## src/rtl/core/rde_pkg.sv

```systemverilog
// Shared constants, status types and helper functions of the radix digit emitter.
// No dependencies; every other file of the block but rde_ram uses this package.
package rde_pkg;

    localparam int DEF_MAX_SYMBOLS = 56;
    localparam int DEF_VALUE_WIDTH = 32;

    localparam int LEN_W      = 6;
    localparam int SYM_W      = 8;
    localparam int CFG_DATA_W = 64;
    localparam int CFG_IDX_W  = 3;
    localparam int LANE_W     = $clog2(CFG_DATA_W / SYM_W);
    localparam int BIT_W      = 3;
    localparam int FIFO_DEPTH = 2;

    localparam logic [CFG_IDX_W-1:0] REG_BASE_LENGTH   = 3'd0;
    localparam logic [CFG_IDX_W-1:0] REG_SYMBOLS_FIRST = 3'd1;

    localparam logic [SYM_W-1:0] CH_PLUS  = 8'h2B;
    localparam logic [SYM_W-1:0] CH_MINUS = 8'h2D;

    typedef struct packed {
        logic busy;
        logic ok;
    } tbl_status_t;

    // Number of bits a digit of the given radix needs.
    function automatic logic [BIT_W-1:0] digit_bits(input logic [LEN_W-1:0] radix);
        logic [LEN_W-1:0] top;
        logic [BIT_W-1:0] n;
        top = radix - 1'b1;
        n   = '0;
        for (int i = 0; i < LEN_W; i++)
        begin
            if (top[i])
            begin
                n = BIT_W'(i + 1);
            end
        end
        return n;
    endfunction

endpackage

```

## src/rtl/core/rde_ram.sv

```systemverilog
// Generic single-port-write, single-port-read RAM with a registered read.
// No dependencies.
module rde_ram #(
    parameter int WIDTH = 32,
    parameter int DEPTH = 32
) (
    input  logic                                 clk,
    input  logic                                 we,
    input  logic [((DEPTH > 1) ? $clog2(DEPTH) : 1)-1:0] waddr,
    input  logic [WIDTH-1:0]                     wdata,
    input  logic                                 re,
    input  logic [((DEPTH > 1) ? $clog2(DEPTH) : 1)-1:0] raddr,
    output logic [WIDTH-1:0]                     rdata
);

    logic [WIDTH-1:0] mem_reg [DEPTH];

    always_ff @(posedge clk)
    begin
        if (we)
        begin
            mem_reg[waddr] <= wdata;
        end
        if (re)
        begin
            rdata <= mem_reg[raddr];
        end
    end

endmodule

```

## src/rtl/core/rde_fifo.sv

```systemverilog
// Small first-in first-out queue built from flops, used on both sides of the back end.
// Depends on rde_pkg for the default depth.
module rde_fifo #(
    parameter int WIDTH = 8,
    parameter int DEPTH = rde_pkg::FIFO_DEPTH
) (
    input  logic             clk,
    input  logic             rst_n,
    input  logic             wr_en,
    input  logic [WIDTH-1:0] wr_data,
    output logic             full,
    input  logic             rd_en,
    output logic [WIDTH-1:0] rd_data,
    output logic             empty
);

    localparam int PTR_W = (DEPTH > 1) ? $clog2(DEPTH) : 1;
    localparam int CNT_W = $clog2(DEPTH + 1);
    localparam logic [PTR_W-1:0] LAST_PTR = PTR_W'(DEPTH - 1);
    localparam logic [CNT_W-1:0] FULL_CNT = CNT_W'(DEPTH);

    logic [WIDTH-1:0] mem_reg [DEPTH];
    logic [PTR_W-1:0] wr_ptr_reg;
    logic [PTR_W-1:0] rd_ptr_reg;
    logic [CNT_W-1:0] cnt_reg;
    logic             do_wr;
    logic             do_rd;

    assign full    = (cnt_reg == FULL_CNT);
    assign empty   = (cnt_reg == '0);
    assign do_wr   = wr_en && !full;
    assign do_rd   = rd_en && !empty;
    assign rd_data = mem_reg[rd_ptr_reg];

    always_ff @(posedge clk)
    begin
        if (do_wr)
        begin
            mem_reg[wr_ptr_reg] <= wr_data;
        end
    end

    always_ff @(posedge clk or negedge rst_n)
    begin
        if (!rst_n)
        begin
            wr_ptr_reg <= '0;
            rd_ptr_reg <= '0;
            cnt_reg    <= '0;
        end
        else
        begin
            if (do_wr)
            begin
                wr_ptr_reg <= (wr_ptr_reg == LAST_PTR) ? '0 : wr_ptr_reg + 1'b1;
            end
            if (do_rd)
            begin
                rd_ptr_reg <= (rd_ptr_reg == LAST_PTR) ? '0 : rd_ptr_reg + 1'b1;
            end
            if (do_wr && !do_rd)
            begin
                cnt_reg <= cnt_reg + 1'b1;
            end
            else if (do_rd && !do_wr)
            begin
                cnt_reg <= cnt_reg - 1'b1;
            end
        end
    end

endmodule

```

## src/rtl/core/rde_cfg.sv

```systemverilog
// Configuration registers (radix and symbol table) and the sequential table checker.
// Depends on rde_pkg.
module rde_cfg #(
    parameter int MAX_SYMBOLS = rde_pkg::DEF_MAX_SYMBOLS
) (
    input  logic                           clk,
    input  logic                           rst_n,
    input  logic                           cfg_wen,
    input  logic [rde_pkg::CFG_IDX_W-1:0]  cfg_index,
    input  logic [rde_pkg::CFG_DATA_W-1:0] cfg_data,
    input  logic [rde_pkg::LEN_W-1:0]      rd_idx,
    output logic [rde_pkg::SYM_W-1:0]      rd_sym,
    output logic [rde_pkg::LEN_W-1:0]      radix,
    output rde_pkg::tbl_status_t           tbl_st
);

    import rde_pkg::*;

    localparam int SYM_ROWS = (MAX_SYMBOLS + 7) / 8;
    localparam int ROW_W    = (SYM_ROWS > 1) ? $clog2(SYM_ROWS) : 1;
    localparam logic [LEN_W-1:0] MAX_LEN = LEN_W'(MAX_SYMBOLS);
    localparam logic [LEN_W-1:0] MIN_LEN = LEN_W'(2);

    logic [LEN_W-1:0]      base_len_reg;
    logic [CFG_DATA_W-1:0] sym_reg [SYM_ROWS];
    logic [255:0]          seen_reg;
    logic [LEN_W-1:0]      chk_idx_reg;
    logic                  busy_reg;
    logic                  ok_reg;

    logic [LEN_W-1:0]          idx;
    logic [LEN_W-LANE_W-1:0]   row;
    logic [LANE_W-1:0]         lane;
    logic [SYM_W-1:0]          cur_sym;

    assign radix       = base_len_reg;
    assign tbl_st.busy = busy_reg;
    assign tbl_st.ok   = ok_reg;

    // One read port into the table, owned by the checker while it runs.
    assign idx  = busy_reg ? chk_idx_reg : rd_idx;
    assign row  = idx[LEN_W-1:LANE_W];
    assign lane = idx[LANE_W-1:0];

    always_comb
    begin
        cur_sym = '0;
        if (int'(row) < SYM_ROWS)
        begin
            cur_sym = sym_reg[row[ROW_W-1:0]][lane*SYM_W +: SYM_W];
        end
    end

    assign rd_sym = cur_sym;

    always_ff @(posedge clk or negedge rst_n)
    begin
        if (!rst_n)
        begin
            base_len_reg <= '0;
        end
        else if (cfg_wen && cfg_index == REG_BASE_LENGTH)
        begin
            base_len_reg <= cfg_data[LEN_W-1:0];
        end
    end

    // Rows above the largest legal table are never stored.
    for (genvar r = 0; r < SYM_ROWS; r++)
    begin : g_row
        always_ff @(posedge clk or negedge rst_n)
        begin
            if (!rst_n)
            begin
                sym_reg[r] <= '0;
            end
            else if (cfg_wen && cfg_index == REG_SYMBOLS_FIRST + CFG_IDX_W'(r))
            begin
                sym_reg[r] <= cfg_data;
            end
        end
    end

    // Any write restarts the check; one symbol is tested against a seen map each cycle.
    always_ff @(posedge clk or negedge rst_n)
    begin
        if (!rst_n)
        begin
            busy_reg    <= 1'b0;
            ok_reg      <= 1'b0;
            chk_idx_reg <= '0;
            seen_reg    <= '0;
        end
        else if (cfg_wen)
        begin
            busy_reg    <= 1'b1;
            ok_reg      <= 1'b1;
            chk_idx_reg <= '0;
            seen_reg    <= '0;
        end
        else if (busy_reg)
        begin
            if (base_len_reg < MIN_LEN || base_len_reg > MAX_LEN)
            begin
                ok_reg   <= 1'b0;
                busy_reg <= 1'b0;
            end
            else if (cur_sym == CH_PLUS || cur_sym == CH_MINUS || seen_reg[cur_sym])
            begin
                ok_reg   <= 1'b0;
                busy_reg <= 1'b0;
            end
            else
            begin
                seen_reg[cur_sym] <= 1'b1;
                if (chk_idx_reg == base_len_reg - 1'b1)
                begin
                    busy_reg <= 1'b0;
                end
                else
                begin
                    chk_idx_reg <= chk_idx_reg + 1'b1;
                end
            end
        end
    end

endmodule

```

## src/rtl/core/rde_front.sv

```systemverilog
// Front end: takes input items, splits them into sign and magnitude, and queues them.
// Depends on rde_pkg and rde_fifo.
module rde_front #(
    parameter int VALUE_WIDTH = rde_pkg::DEF_VALUE_WIDTH
) (
    input  logic                          clk,
    input  logic                          rst_n,
    input  logic                          push,
    input  logic signed [VALUE_WIDTH-1:0] value,
    output logic                          full,
    input  logic                          fe_pop,
    output logic                          fe_empty,
    output logic                          fe_neg,
    output logic [VALUE_WIDTH-1:0]        fe_mag
);

    import rde_pkg::*;

    logic [VALUE_WIDTH-1:0] raw;
    logic                   neg;
    logic [VALUE_WIDTH-1:0] mag;

    assign raw = $unsigned(value);
    assign neg = raw[VALUE_WIDTH-1];
    // The most negative value wraps to the pattern of 2^(W-1), read as unsigned.
    assign mag = neg ? (~raw + 1'b1) : raw;

    rde_fifo #(
        .WIDTH (VALUE_WIDTH + 1),
        .DEPTH (FIFO_DEPTH)
    ) u_queue (
        .clk     (clk),
        .rst_n   (rst_n),
        .wr_en   (push),
        .wr_data ({neg, mag}),
        .full    (full),
        .rd_en   (fe_pop),
        .rd_data ({fe_neg, fe_mag}),
        .empty   (fe_empty)
    );

endmodule

```

## src/rtl/core/rde_back.sv

```systemverilog
// Back end: builds the powers of the radix, then peels digits most significant first
// and queues the symbols. Depends on rde_pkg, rde_ram and rde_fifo.
module rde_back #(
    parameter int VALUE_WIDTH = rde_pkg::DEF_VALUE_WIDTH
) (
    input  logic                      clk,
    input  logic                      rst_n,
    input  logic                      fe_empty,
    input  logic                      fe_neg,
    input  logic [VALUE_WIDTH-1:0]    fe_mag,
    output logic                      fe_pop,
    input  rde_pkg::tbl_status_t      tbl_st,
    input  logic [rde_pkg::LEN_W-1:0] radix,
    output logic [rde_pkg::LEN_W-1:0] sym_idx,
    input  logic [rde_pkg::SYM_W-1:0] sym,
    output logic                      empty,
    input  logic                      pop,
    output logic [rde_pkg::SYM_W-1:0] symbol,
    output logic                      last
);

    import rde_pkg::*;

    localparam int KW = $clog2(VALUE_WIDTH);
    localparam int PW = VALUE_WIDTH + LEN_W;

    typedef enum logic [4:0] {
        ST_IDLE = 5'b00001,
        ST_MUL  = 5'b00010,
        ST_CMP  = 5'b00100,
        ST_DIV  = 5'b01000,
        ST_EMIT = 5'b10000
    } state_t;

    state_t                 state_reg,  state_next;
    logic [VALUE_WIDTH-1:0] rem_reg,    rem_next;
    logic [VALUE_WIDTH-1:0] p_reg,      p_next;
    logic [PW-1:0]          prod_reg,   prod_next;
    logic [KW-1:0]          k_reg,      k_next;
    logic [BIT_W-1:0]       b_reg,      b_next;
    logic [LEN_W-1:0]       q_reg,      q_next;
    logic                   sign_reg,   sign_next;

    logic                   ram_we;
    logic [KW-1:0]          ram_waddr;
    logic [VALUE_WIDTH-1:0] ram_wdata;
    logic                   ram_re;
    logic [KW-1:0]          ram_raddr;
    logic [VALUE_WIDTH-1:0] ram_rdata;

    logic                   out_wr;
    logic [SYM_W:0]         out_data;
    logic                   out_full;
    logic [PW-1:0]          trial;
    logic [BIT_W-1:0]       top_bit;

    assign sym_idx = q_reg;
    assign top_bit = digit_bits(radix) - 1'b1;
    assign trial   = PW'(ram_rdata) << b_reg;

    always_comb
    begin
        state_next = state_reg;
        rem_next   = rem_reg;
        p_next     = p_reg;
        prod_next  = prod_reg;
        k_next     = k_reg;
        b_next     = b_reg;
        q_next     = q_reg;
        sign_next  = sign_reg;
        fe_pop     = 1'b0;
        ram_we     = 1'b0;
        ram_waddr  = k_reg;
        ram_wdata  = p_reg;
        ram_re     = 1'b0;
        ram_raddr  = k_reg;
        out_wr     = 1'b0;
        out_data   = {sym, 1'b0};

        // The sign goes out while the powers are being built; digits wait behind it.
        if (sign_reg && !out_full)
        begin
            out_wr    = 1'b1;
            out_data  = {CH_MINUS, 1'b0};
            sign_next = 1'b0;
        end

        case (state_reg)
            ST_IDLE:
            begin
                if (!fe_empty && !tbl_st.busy)
                begin
                    fe_pop = 1'b1;
                    if (tbl_st.ok)
                    begin
                        sign_next  = fe_neg;
                        rem_next   = fe_mag;
                        p_next     = VALUE_WIDTH'(1);
                        k_next     = '0;
                        ram_we     = 1'b1;
                        ram_waddr  = '0;
                        ram_wdata  = VALUE_WIDTH'(1);
                        state_next = ST_MUL;
                    end
                end
            end
            ST_MUL:
            begin
                prod_next  = PW'(p_reg) * PW'(radix);
                state_next = ST_CMP;
            end
            ST_CMP:
            begin
                if (prod_reg <= PW'(rem_reg))
                begin
                    p_next     = prod_reg[VALUE_WIDTH-1:0];
                    k_next     = k_reg + 1'b1;
                    ram_we     = 1'b1;
                    ram_waddr  = k_reg + 1'b1;
                    ram_wdata  = prod_reg[VALUE_WIDTH-1:0];
                    state_next = ST_MUL;
                end
                else
                begin
                    ram_re     = 1'b1;
                    ram_raddr  = k_reg;
                    b_next     = top_bit;
                    q_next     = '0;
                    state_next = ST_DIV;
                end
            end
            ST_DIV:
            begin
                // Restoring step against the shifted power; the digit stays below the radix.
                if (PW'(rem_reg) >= trial)
                begin
                    rem_next = rem_reg - trial[VALUE_WIDTH-1:0];
                    q_next   = q_reg | (LEN_W'(1) << b_reg);
                end
                if (b_reg == '0)
                begin
                    state_next = ST_EMIT;
                end
                else
                begin
                    b_next = b_reg - 1'b1;
                end
            end
            ST_EMIT:
            begin
                if (!sign_reg && !out_full)
                begin
                    out_wr   = 1'b1;
                    out_data = {sym, (k_reg == '0)};
                    if (k_reg == '0)
                    begin
                        state_next = ST_IDLE;
                    end
                    else
                    begin
                        k_next     = k_reg - 1'b1;
                        ram_re     = 1'b1;
                        ram_raddr  = k_reg - 1'b1;
                        b_next     = top_bit;
                        q_next     = '0;
                        state_next = ST_DIV;
                    end
                end
            end
            default:
            begin
                state_next = ST_IDLE;
            end
        endcase
    end

    always_ff @(posedge clk or negedge rst_n)
    begin
        if (!rst_n)
        begin
            state_reg <= ST_IDLE;
            sign_reg  <= 1'b0;
        end
        else
        begin
            state_reg <= state_next;
            sign_reg  <= sign_next;
        end
    end

    always_ff @(posedge clk)
    begin
        rem_reg  <= rem_next;
        p_reg    <= p_next;
        prod_reg <= prod_next;
        k_reg    <= k_next;
        b_reg    <= b_next;
        q_reg    <= q_next;
    end

    rde_ram #(
        .WIDTH (VALUE_WIDTH),
        .DEPTH (VALUE_WIDTH)
    ) u_pow_ram (
        .clk   (clk),
        .we    (ram_we),
        .waddr (ram_waddr),
        .wdata (ram_wdata),
        .re    (ram_re),
        .raddr (ram_raddr),
        .rdata (ram_rdata)
    );

    rde_fifo #(
        .WIDTH (SYM_W + 1),
        .DEPTH (FIFO_DEPTH)
    ) u_out_queue (
        .clk     (clk),
        .rst_n   (rst_n),
        .wr_en   (out_wr),
        .wr_data (out_data),
        .full    (out_full),
        .rd_en   (pop),
        .rd_data ({symbol, last}),
        .empty   (empty)
    );

endmodule

```

## src/rtl/core/radix_digit_emitter.sv

```systemverilog
// Channel   Handshake                 Payload
// input     push / full               value (signed, VALUE_WIDTH bits)
// result    empty / pop               symbol (8 bits), last
// config    cfg_wen                   cfg_index (3 bits), cfg_data (64 bits)
//
// For an item in radix r the back end does one multiply and one compare per power of r,
// then one restoring step per digit bit and one write to queue each symbol. The sign is
// queued alongside.
// A configuration write starts a table check of the first base_length symbols; items wait.
// Reset clears the configuration registers to zero, which leaves the table invalid.
// Two-entry queues on each side of the back end let input and output stall on their own.
// Top level of the radix digit emitter; depends on rde_pkg, rde_cfg, rde_front, rde_back.
module radix_digit_emitter #(
    parameter int MAX_SYMBOLS = rde_pkg::DEF_MAX_SYMBOLS,
    parameter int VALUE_WIDTH = rde_pkg::DEF_VALUE_WIDTH
) (
    input  logic                           clk,
    input  logic                           rst_n,
    input  logic                           push,
    input  logic signed [VALUE_WIDTH-1:0]  value,
    output logic                           full,
    output logic                           empty,
    input  logic                           pop,
    output logic [rde_pkg::SYM_W-1:0]      symbol,
    output logic                           last,
    input  logic                           cfg_wen,
    input  logic [rde_pkg::CFG_IDX_W-1:0]  cfg_index,
    input  logic [rde_pkg::CFG_DATA_W-1:0] cfg_data
);

    import rde_pkg::*;

    tbl_status_t            tbl_st;
    logic [LEN_W-1:0]       radix;
    logic [LEN_W-1:0]       sym_idx;
    logic [SYM_W-1:0]       sym;
    logic                   fe_pop;
    logic                   fe_empty;
    logic                   fe_neg;
    logic [VALUE_WIDTH-1:0] fe_mag;

    rde_cfg #(
        .MAX_SYMBOLS (MAX_SYMBOLS)
    ) u_cfg (
        .clk       (clk),
        .rst_n     (rst_n),
        .cfg_wen   (cfg_wen),
        .cfg_index (cfg_index),
        .cfg_data  (cfg_data),
        .rd_idx    (sym_idx),
        .rd_sym    (sym),
        .radix     (radix),
        .tbl_st    (tbl_st)
    );

    rde_front #(
        .VALUE_WIDTH (VALUE_WIDTH)
    ) u_front (
        .clk      (clk),
        .rst_n    (rst_n),
        .push     (push),
        .value    (value),
        .full     (full),
        .fe_pop   (fe_pop),
        .fe_empty (fe_empty),
        .fe_neg   (fe_neg),
        .fe_mag   (fe_mag)
    );

    rde_back #(
        .VALUE_WIDTH (VALUE_WIDTH)
    ) u_back (
        .clk      (clk),
        .rst_n    (rst_n),
        .fe_empty (fe_empty),
        .fe_neg   (fe_neg),
        .fe_mag   (fe_mag),
        .fe_pop   (fe_pop),
        .tbl_st   (tbl_st),
        .radix    (radix),
        .sym_idx  (sym_idx),
        .sym      (sym),
        .empty    (empty),
        .pop      (pop),
        .symbol   (symbol),
        .last     (last)
    );

`ifndef NO_ASSERTIONS
    // An item is never taken from the front queue while the table is still being checked.
    a_no_pop_while_check: assert property (@(posedge clk) disable iff (!rst_n)
        fe_pop |-> !tbl_st.busy)
        else $error("item taken while table check runs");

    // The back end only takes items that are there.
    a_pop_nonempty: assert property (@(posedge clk) disable iff (!rst_n)
        fe_pop |-> !fe_empty)
        else $error("front queue popped while empty");

    // Every configuration write restarts the table check.
    a_write_starts_check: assert property (@(posedge clk) disable iff (!rst_n)
        cfg_wen |=> tbl_st.busy)
        else $error("table check not started after a write");
`endif

endmodule

```

## config.mk

```make
export PLATFORM = sky130hd
export DESIGN_NAME = radix_digit_emitter
export DESIGN_NICKNAME = d
export VERILOG_FILES = /design/src/rtl/core/rde_pkg.sv /design/src/rtl/core/rde_ram.sv /design/src/rtl/core/rde_fifo.sv /design/src/rtl/core/rde_cfg.sv /design/src/rtl/core/rde_front.sv /design/src/rtl/core/rde_back.sv /design/src/rtl/core/radix_digit_emitter.sv
export SDC_FILE = /design/constraint.sdc
export NUM_CORES = 2
export LEC_CHECK = 0
export BUFFER_PORTS_ARGS = -buffer_cell sky130_fd_sc_hd__buf_2
export CELL_PAD_IN_SITES_DETAIL_PLACEMENT = 1
export CELL_PAD_IN_SITES_GLOBAL_PLACEMENT = 1
export CORE_AREA = 5 5 427 387
export DETAILED_ROUTE_END_ITERATION = 16
export DIE_AREA = 0 0 432 392
export PLACE_DENSITY = 0.84
export SLEW_MARGIN = 25
export SYNTH_ARGS = -nofsm -noshare
export SYNTH_HDL_FRONTEND = slang
export SYNTH_SLANG_ARGS = --single-unit
```

## constraint.sdc

```tcl
create_clock -name clk -period 15.7 [get_ports clk]
set_input_delay 4.71 -clock clk [delete_from_list [all_inputs] [get_ports clk]]
set_output_delay 4.71 -clock clk [all_outputs]
set_load 0.01 [all_outputs]
```

==> results.cfg <==
[run_status]
status = complete, no violations

[worst_setup_path]
cp_top_family = buffers and inverters
slowest_delay_ps = 930
crit_top_cell = buf_4
critPathKind = reg2reg
r2r_start = u_cfg.busy_reg
path_cells = mux2_8 > buf_4 > buf_4 > nor2_1 > buf_4 > a221oi_1 > a31oi_1 > a32o_1 > mux2i_4 > buf_4 > buf_4 > mux4_2 > a22oi_1 > nand2_1 > a221oi_2 > a21boi_1 > nor4_2 > and2_1 > nand2_2 > buf_4 > o22ai_1
crit_path_max_fanout = 64
critPathCaptureType = flip-flop
r2r_end = u_cfg.seen_reg[179]
cpMaxStageDelayCell = dfrtp_2
required_ps = 16430
crit_buf_inv = 6
reg2reg_depth = 21
crit_arrival_ps = 10080
crit_start = u_cfg.busy_reg
start_kind = flip-flop
reg2reg_setup_slack_ps = 6350

[place]
place_area_um2 = 95400
place_ws_ps = 6780
hpwlAfterDp_mm = 162
io_buffers = 114
place_congestion = 0.884

[detailed_routing]
viasPerCell = 6.69
drt_wl_total_mm = 282
wire_per_inst_um = 31.8
via_count = 59177
drc = 0
drt_iter0_drc = 6500
firstDrtPassIters = 5
antenna_left = 0

[clock_tree]
cts_buffers = 194
holdBufCountCts = 0
cts_resized = 0
htreeDepth = 4
clockRootBuffer = clkbuf_16
cts_tree = yes
clk_pin_slew_ps = 60
clk_latency_ps = 860
clock_sinks = 1987
ctsLongestPathBuffers = 3
cts_setup_buffers = 0

[floorplanning]
rows = 140
initial_utilization_pct = 57.4
fp.dieArea_um2 = 169000
pin_count = 115
core_area_um2 = 161000
die_w_um = 432
dieHeight_um = 392

[global_route]
grt-ovfl-total = 0
grt_usage_pct = 33.4
grt_pass1_wl_mm = 423
antenna_found_initial = 22
first_global_vias = 63628
grt_max_degree = 183

[logic_synthesis]
synth_commonest_cells = edfxtp_1 (1,224), dfrtp_1 (730), mux2_2 (538)
syn-cell-area_um2 = 92200
synth_top_area_cell = edfxtp_1
ys_seq_elements = 1987
synth_seq_area_share_pct = 60.4
synth_fp_nets = 6821
synthTopCellsByArea = edfxtp_1 (40%), dfrtp_1 (20%), mux4_2 (8.0%)
synthesis.instances = 6475
synth-edff-count = 1224
synth_cell_types = 94
ys.flop_type = edfxtp_1
avgSynthCellArea_um2 = 14.2
yosys_warnings = 0
yosysMostFrequentCell = edfxtp_1
synth_top_area_share_pct = 39.9
async_reset_ff_share_pct = 36.8

[flow_run]
drv_cap = 0

[layout]
design_area_um2 = 102000
fillers = 14726
nNetsFinal = 6896
drive_above_1_share_pct = 22.5
area_delta_synth_final_pct = 10.4
largest_register_ffs = 1024

[sta]
fin_crit_sh_pct = 59.5
worst_pin_slew_ps = 1170
maxSlewHeadroom_pct = 20.9
fin_ws_ps = 6350
min_period_ps = 9350
max_freq_mhz = 107
setup_viol = 0
finalSetupTns_ps = 0
finalHoldViolations = 0
final_max_slew_viol_count = 0
rsz0062_at_grt = false
fin_skew_ps = 40.9

[power_and_ir_drop]
power_leakage_nw = 36.4
ir_drop_uv = 191
power_density_nw_per_um2 = 162

[min_path]
min_from = u_front.u_queue.cnt_reg[1]
min_to = u_front.u_queue.cnt_reg[1]
hold_depth = 1
holdCritPathClass = reg2reg
[cells by family (layout without fill, tap and decap cells)]
logic type	Yosys count	after routing	share of synthesized area (%)
AOI/OAI and AO/OA	903	903	6.33
xor gates and xnor gates	106	106	1.01
adders and majority gates	242	242	4.28
buffers and inverters	857	1091	3.85
DFF	1987	1987	60.4
muxes	1155	1155	17.7
other	0	11	0
and+or+nand+nor	1225	1225	6.37
[final cells by class]
| class | count | area, um2 | share of cell area [%] |
|---|---|---|---|
| timing repair buffer | 249 | 1800 | 1.77 |
| clock buffer | 262 | 5350 | 5.25 |
| sequential | 1987 | 55700 | 54.7 |
| inverter | 487 | 1830 | 1.80 |
| tap | 2130 | 2670 | 2.62 |
| clock inverter | 93 | 797 | 0.783 |
| multi-input combinational | 3631 | 33600 | 33.0 |
| antenna | 11 | 27.5 | 0.0271 |
[where the power goes]
part	internal [W]	switching, W
clock network	0.00255	0.00209
registers	0.00605	0.000325
logic	0.00196	0.00352
total	0.0106	0.00593
[through the flow]
step / cells / util (%) / power (W) / hold WS (ps)
floorplan: 6475 / - / 0.0102 / 460
global placement: 8478 / 59.3 / 0.0115 / 475
detailed placement: 8480 / 59.4 / 0.0118 / 487
CTS: 8835 / 63.2 / 0.0165 / 501
global route: 8847 / 63.3 / 0.0171 / 511
finish: 8850 / 63.3 / 0.0165 / 498
[cell usage in the layout, fill, tap and decap left out, types with 16 or more instances in the layout]
| cell type | instances |
|---|---|
| mux2_2 | 538 |
| nand2_1 | 512 |
| xnor2_1 | 81 |
| clkinv_2 | 33 |
| nor2_4 | 28 |
| inv_1 | 487 |
| dfrtp_1 | 728 |
| o21ai_2 | 21 |
| a22oi_1 | 17 |
| a21oi_1 | 139 |
| and3_1 | 17 |
| nand3_1 | 107 |
| o22ai_1 | 272 |
| a211oi_1 | 29 |
| fa_1 | 122 |
| a31oi_1 | 20 |
| o211ai_1 | 42 |
| a21o_1 | 32 |
| mux2i_1 | 276 |
| o21a_1 | 17 |
| buf_2 | 112 |
| mux4_2 | 327 |
| clkinv_1 | 33 |
| nand2b_1 | 24 |
| a221oi_1 | 39 |
| nand4_1 | 25 |
| xor2_1 | 24 |
| edfxtp_1 | 1224 |
| dfxtp_1 | 32 |
| clkbuf_1 | 49 |
| clkbuf_16 | 198 |
| and2_1 | 205 |
| buf_4 | 120 |
| nor2b_1 | 31 |
| nor2_1 | 135 |
| or3_1 | 24 |
| nor3_1 | 41 |
| o21ai_0 | 140 |
| clkbuf_8 | 16 |
| ha_1 | 120 |
[how the worst max path moves through the flow]
stage | endpoint | slack (ps) | depth (start not counted)
2_1_floorplan | u_front.u_queue.mem_reg[0][28] | 8490 | 11
3_3_place_gp | u_cfg.seen_reg[190] | 7010 | 19
3_5_place_dp | u_cfg.seen_reg[179] | 6780 | 21
4_1_cts | u_cfg.seen_reg[179] | 6610 | 21
5_1_grt | u_cfg.seen_reg[146] | 6090 | 21
6_report | u_cfg.seen_reg[179] | 6350 | 21
[routing by layer]
layer,global-route usage [%],vias to the layer above,part of all wire [%]
li1,-,24152,-
met4,15.0,10,4.9
met1,43.5,30991,37
met3,5.99,805,7.9
met2,55.5,3219,50
met5,0,-,0.022
No activity file was read; power rests on OpenSTA's default activity.
